**src/hw/rtl/spwm_pkg.sv**
```systemverilog
// Shared types, constants and register codes for the three-phase sine PWM block.
package spwm_pkg;

	// default parameter values
	localparam int unsigned DEF_TABLE_DEPTH = 128;
	localparam int unsigned DEF_COUNT_WIDTH = 16;

	// fixed field widths
	localparam int unsigned ADDR_W   = 7;
	localparam int unsigned VALUE_W  = 16;
	localparam int unsigned POS_W    = 7;
	localparam int unsigned AGE_W    = 8;
	localparam int unsigned NPHASE   = 3;
	localparam int unsigned CFG_IDX_W  = 3;
	localparam int unsigned CFG_DATA_W = 16;

	// configuration register indexes
	localparam logic [CFG_IDX_W-1:0] CFG_CARRIER_PERIOD  = 3'd0;
	localparam logic [CFG_IDX_W-1:0] CFG_DEAD_TIME       = 3'd1;
	localparam logic [CFG_IDX_W-1:0] CFG_UPDATE_INTERVAL = 3'd2;
	localparam logic [CFG_IDX_W-1:0] CFG_TABLE_LENGTH    = 3'd3;
	localparam logic [CFG_IDX_W-1:0] CFG_PHASE_OFFSET    = 3'd4;

	// configuration reset values
	localparam logic [15:0] RST_CARRIER_PERIOD  = 16'd1111;
	localparam logic [7:0]  RST_DEAD_TIME       = 8'd5;
	localparam logic [15:0] RST_UPDATE_INTERVAL = 16'd1500;
	localparam logic [7:0]  RST_TABLE_LENGTH    = 8'd111;
	localparam logic [6:0]  RST_PHASE_OFFSET    = 7'd37;

	// input word command codes
	localparam logic CMD_TICK  = 1'b0;
	localparam logic CMD_WRITE = 1'b1;

	localparam logic [AGE_W-1:0] AGE_MAX = '1;

	// one input word as seen by the processing logic, already qualified
	typedef struct packed {
		logic               tick;
		logic               wr;
		logic [ADDR_W-1:0]  addr;
		logic [VALUE_W-1:0] value;
	} item_t;

endpackage

```
**src/hw/rtl/spwm_carrier.sv**
```systemverilog
// Up-down carrier, active compares, raw PWM and dead-time gate logic.
module spwm_carrier
	import spwm_pkg::*;
#(
	parameter int unsigned PERIOD_W = 16
) (
	input  logic                            clk,
	input  logic                            arst_n,
	input  logic                            tick,
	input  logic [PERIOD_W-1:0]             period,
	input  logic [AGE_W-1:0]                dead_time,
	input  logic [NPHASE-1:0][PERIOD_W-1:0] shadow,
	output logic [NPHASE-1:0]               gate_high,
	output logic [NPHASE-1:0]               gate_low,
	output logic [PERIOD_W-1:0]             count
);

	logic [PERIOD_W-1:0] cnt_q;
	logic [PERIOD_W-1:0] cnt_n;
	logic                down_q;
	logic                down_n;
	logic                link_q;
	logic                load;
	logic [NPHASE-1:0][PERIOD_W-1:0] act_q;
	logic [NPHASE-1:0][PERIOD_W-1:0] act_eff;
	logic [NPHASE-1:0]               raw_q;
	logic [NPHASE-1:0]               raw_n;
	logic [NPHASE-1:0][AGE_W-1:0]    age_q;
	logic [NPHASE-1:0][AGE_W-1:0]    age_n;

	// carrier step
	always_comb begin
		cnt_n  = cnt_q;
		down_n = down_q;
		if (tick) begin
			if (!down_q) begin
				if (cnt_q < period) begin
					cnt_n = cnt_q + PERIOD_W'(1);
				end
				if (cnt_n >= period) begin
					down_n = 1'b1;
				end
			end else begin
				if (cnt_q != '0) begin
					cnt_n = cnt_q - PERIOD_W'(1);
				end
				if (cnt_n == '0) begin
					down_n = 1'b0;
				end
			end
		end
		load = tick && ((cnt_n == '0) || (cnt_n == period));
	end

	// active compare follows the shadow in the cycle after a load
	assign act_eff = link_q ? shadow : act_q;

	// compare match, edge age and gates
	always_comb begin
		for (int k = 0; k < NPHASE; k++) begin
			raw_n[k] = raw_q[k];
			age_n[k] = age_q[k];
			if (tick) begin
				if (cnt_n == act_eff[k]) begin
					raw_n[k] = !down_q;
				end
				if (raw_n[k] != raw_q[k]) begin
					age_n[k] = '0;
				end else if (age_q[k] != AGE_MAX) begin
					age_n[k] = age_q[k] + AGE_W'(1);
				end
			end
			gate_high[k] = raw_n[k] && (age_n[k] >= dead_time);
			gate_low[k]  = !raw_n[k] && (age_n[k] >= dead_time);
		end
	end

	always_ff @(posedge clk or negedge arst_n) begin
		if (!arst_n) begin
			cnt_q  <= '0;
			down_q <= 1'b0;
			link_q <= 1'b0;
			act_q  <= '0;
			raw_q  <= '0;
			age_q  <= '0;
		end else begin
			cnt_q  <= cnt_n;
			down_q <= down_n;
			link_q <= load;
			act_q  <= act_eff;
			raw_q  <= raw_n;
			age_q  <= age_n;
		end
	end

	assign count = cnt_n;

endmodule

```
**config.mk**
```make
export PLATFORM = sky130hd
export DESIGN_NAME = spwm_carrier
export DESIGN_NICKNAME = d
export VERILOG_FILES = /design/src/hw/rtl/spwm_pkg.sv /design/src/hw/rtl/spwm_carrier.sv
export SDC_FILE = /design/constraint.sdc
export NUM_CORES = 1
export LEC_CHECK = 0
export BUFFER_PORTS_ARGS = -buffer_cell sky130_fd_sc_hd__buf_2
export CORE_MARGIN = 4
export CORE_UTILIZATION = 61
export DETAILED_ROUTE_END_ITERATION = 8
export PLACE_DENSITY_LB_ADDON = 0.12
export SLEW_MARGIN = 20
export SYNTH_ARGS = -nofsm -noshare
export SYNTH_HDL_FRONTEND = slang
export SYNTH_SLANG_ARGS = --single-unit
```
**constraint.sdc**
```tcl
create_clock -name clk -period 7.4 [get_ports clk]
set_input_delay 1.11 -clock clk [delete_from_list [all_inputs] [get_ports clk]]
set_output_delay 1.11 -clock clk [all_outputs]
set_load 0.005 [all_outputs]
```
==> summary.txt <==
Status
  – Status: finished clean

Route
  – Initial DRC count: 1,211
  – Post-DRT Antenna Nets: 0
  – Via count: 9,379
  – Drt drc: 0
  – Wire per inst: 23.25 µm
  – DRT Pass-1 Iters: 6
  – Final WL: 32,310 µm
  – DR vias/cell: 6.747

Layout
  – Final Non-Filler Cells: 1,390
  – Area grow syn2layout: 21.12%
  – Share of cells above drive strength 1: 26.95%
  – Final instance area: 0.01084 mm²
  – Diode count: 0
  – Fin nets: 1,336
  – Multi-input gate area: 0.006432 mm²
  – Register area: 0.002328 mm²
  – Fillers: 1,112

Setup path
  – CP Capture Type: primary output
  – R2R setup slack: 2660 ps
  – CP Max Fanout: 9
  – Startpoint Class: primary input
  – Data arrival, critical path: 6100 ps
  – CP max stage delay: 540 ps
  – Slowest-stage cell, CP: a2111o_1
  – CP required: 6290 ps
  – CP startpoint: period[1]
  – Critical path class: primary input to primary output
  – Worst path top cell family by delay: compound AO/OA/AOI/OAI gates
  – Worst r2r path cells: 18
  – Origin of the critical flop-to-flop path: cnt_q[7]
  – Worst r2r dst: down_q
  – Crit path buffers/inverters: 5

Logic synthesis
  – Synth Cell Area: 0.008954 mm²
  – Post-synth EDFFs: 0
  – Ys flop type: dfrtp_1
  – Ys async rst share: 100.0%
  – Syn Inst Count: 1,042
  – Mean post-synth cell area: 8.593 µm²
  – Post-synth cell types: 90
  – Sequential cell area fraction in the yosys report: 25.99%
  – Yosys reg bits: 93
  – Syn_nets: 1,177
  – YS warnings: 0

Power
  – Pleak: 5.007 nW
  – Power Density: 300.3 mW/mm²
  – VDD IR-drop max: 0.1624 mV

Clocking
  – Num CTS Buffers: 9
  – H-tree Lvls: 3
  – Sink Count: 93
  – CTS tree: yes
  – Root Buffer: clkbuf_16
  – Worst-path clk slew: 80 ps
  – Worst-Skew Late Latency: 370 ps
  – CTS max path bufs: 2

Worst hold path
  – Hold path depth: 1
  – Hold path start: act_q[25]
  – Worst hold path class: flop to flop
  – Hold EP: act_q[25]

Floorplan
  – Cell row count: 44
  – Die ar.: 0.01668 mm²
  – Die Span X: 129.2 µm
  – Core area: 0.01448 mm²
  – Die Y: 129.2 µm
  – Initial Util: 61.84%
  – Io pins: 97

GRT
  – Largest net degree at the start of global routing: 72
  – Antenna violations before repair: 1
  – GR Overflow Total: 0
  – Vias in the first global route: 8,824
  – Gr usage total: 38.24%
  – First-pass GRT wire length: 48,970 µm

Timing
  – Final setup margin: 187.1 ps
  – Fin Setup TNS: 0 ps
  – Hold Violations, Final: 0
  – Clock skew: 13.35 ps
  – Period utilization: 97.47%
  – Pins Over Slew Limit: 0
  – Fin crit period: 7213 ps
  – Fmax: 138.6 MHz
  – Worst hold slack: 509.2 ps
  – RSZ-0062 raised after global routing: yes
  – Worst-Margin Slew: 917.6 ps
  – Normalized max-slew margin: 38.83%
  – Setup Viol. Count Final: 0

Place
  – Dpl cell area: 0.01012 mm²
  – Final HPWL DP: 24,580 µm
  – Dpl ws: -486.1 ps
  – Cells after DPL: 1,357
  – # port buffers: 96
  – RePlAce Congestion: 0.9992

Flow run
  – Max-Cap Viols: 0
-- report_power, final --
| group | switching, mW | internal (mW) |
|---|---|---|
| combinational | 1.18 | 0.838 |
| clock | 0.243 | 0.244 |
| sequential | 0.160 | 0.592 |
| total | 1.58 | 1.67 |
-- cell families (layout without fill, tap and decap cells) --
logic type                 Yosys count  count (layout)  synth area share, %
and+or+nand+nor                    415             415                25.52
adders and majority gates           60              60                8.385
xor gates and xnor gates            82              82                9.461
AOI/OAI and AO/OA                  217             217                17.78
DFF                                 93              93                25.99
buffers and inverters              111             275                5.156
muxes                               64              64                7.714
-- placed cells by master, fill, tap and decap left out, types with 5 or more instances in the layout --
cell type and count:
o21ai_0 30, and3_1 15, ha_1 60, or3_1 9
nor4_2 5, dfrtp_1 92, nor4_1 19, a31oi_1 7
xor2_1 29, a21o_1 25, a21oi_1 36, nand2b_1 19
or4_1 14, buf_6 5, o2111ai_1 6, clkbuf_16 9
and2_1 9, nor2_1 89, nor3_1 33, buf_4 107
xnor2_1 44, a31o_2 5, a211oi_1 8, o31ai_1 5
nor4_4 5, or2_2 7, xnor3_1 5, buf_2 95
nand4_1 43, mux2_2 36, nor2b_1 15, and4_1 8
nand3_1 39, mux2i_1 27, nand2_1 63, inv_1 46
o2111a_1 5
-- cell type report --
class                           count  area share [%]
Sequential cell                    93           21.47
Tap cell                          184           2.123
Multi-Input combinational cell    838           59.32
Inverter                           51           1.765
Clock inverter                      7          0.7500
Clock buffer                        9           2.077
Timing Repair Buffer              208           12.50
-- stage by stage --
stage	util, %	total power, mW
after floorplan	-	1.897
after global placement	69.88	2.568
after detailed placement	69.88	2.584
after CTS	72.51	3.104
after global routing	74.90	3.429
final	74.90	3.256
-- synthesized netlist by cell type (9+ instances only) --
master | number | share of area [%]
a211oi_1 | 9 | 0.75
a21o_1 | 26 | 2.2
a21oi_1 | 40 | 2.2
a31oi_1 | 10 | 0.70
and2_1 | 9 | 0.63
and3_1 | 16 | 1.1
buf_2 | 21 | 1.2
clkbuf_1 | 28 | 1.2
dfrtp_1 | 93 | 26
ha_1 | 60 | 8.4
inv_1 | 48 | 2.0
mux2_2 | 36 | 4.5
mux2i_1 | 27 | 3.0
nand2_1 | 63 | 2.6
nand2b_1 | 19 | 1.3
nand3_1 | 39 | 2.2
nand4_1 | 43 | 3.0
nor2_1 | 89 | 3.7
nor2b_1 | 15 | 1.0
nor3_1 | 34 | 1.9
nor4_1 | 24 | 1.7
o21ai_0 | 31 | 1.7
or3_1 | 10 | 0.70
or4_1 | 14 | 1.2
xnor2_1 | 44 | 4.3
xor2_1 | 29 | 2.8
-- repair_timing --
action	in CTS	in global routing
pin swaps	3	21
setup endpoints to repair	4	6
hold buffers	0	0
gates resized for setup	8	44
setup buffers	3	14
-- routing by layer --
layer  track usage, %  vias to the layer above  share of wire, %
met5                0                        -                 0
met4            22.48                        0               6.3
met3            8.409                      129                11
met2            60.70                      648                46
met1            47.97                     4383                37
li1                 -                     4219                 -
-- worst max path at each step --
stage,cells after the start,slack [ps],endpoint
final,26,190,gate_high[0]
after global routing,27,-40,gate_high[2]
after CTS,30,30,gate_high[1]
after detailed placement,26,-490,gate_high[1]
after global placement,26,-350,gate_high[1]
after floorplan,24,450,gate_high[0]
-- registers in the layout, summed over array words and instances (netlist names) --
register  count
act_q        48
age_q        24
cnt_q        16
down_q        1
link_q        1
raw_q         3
Power figures use the tool's default switching activity.
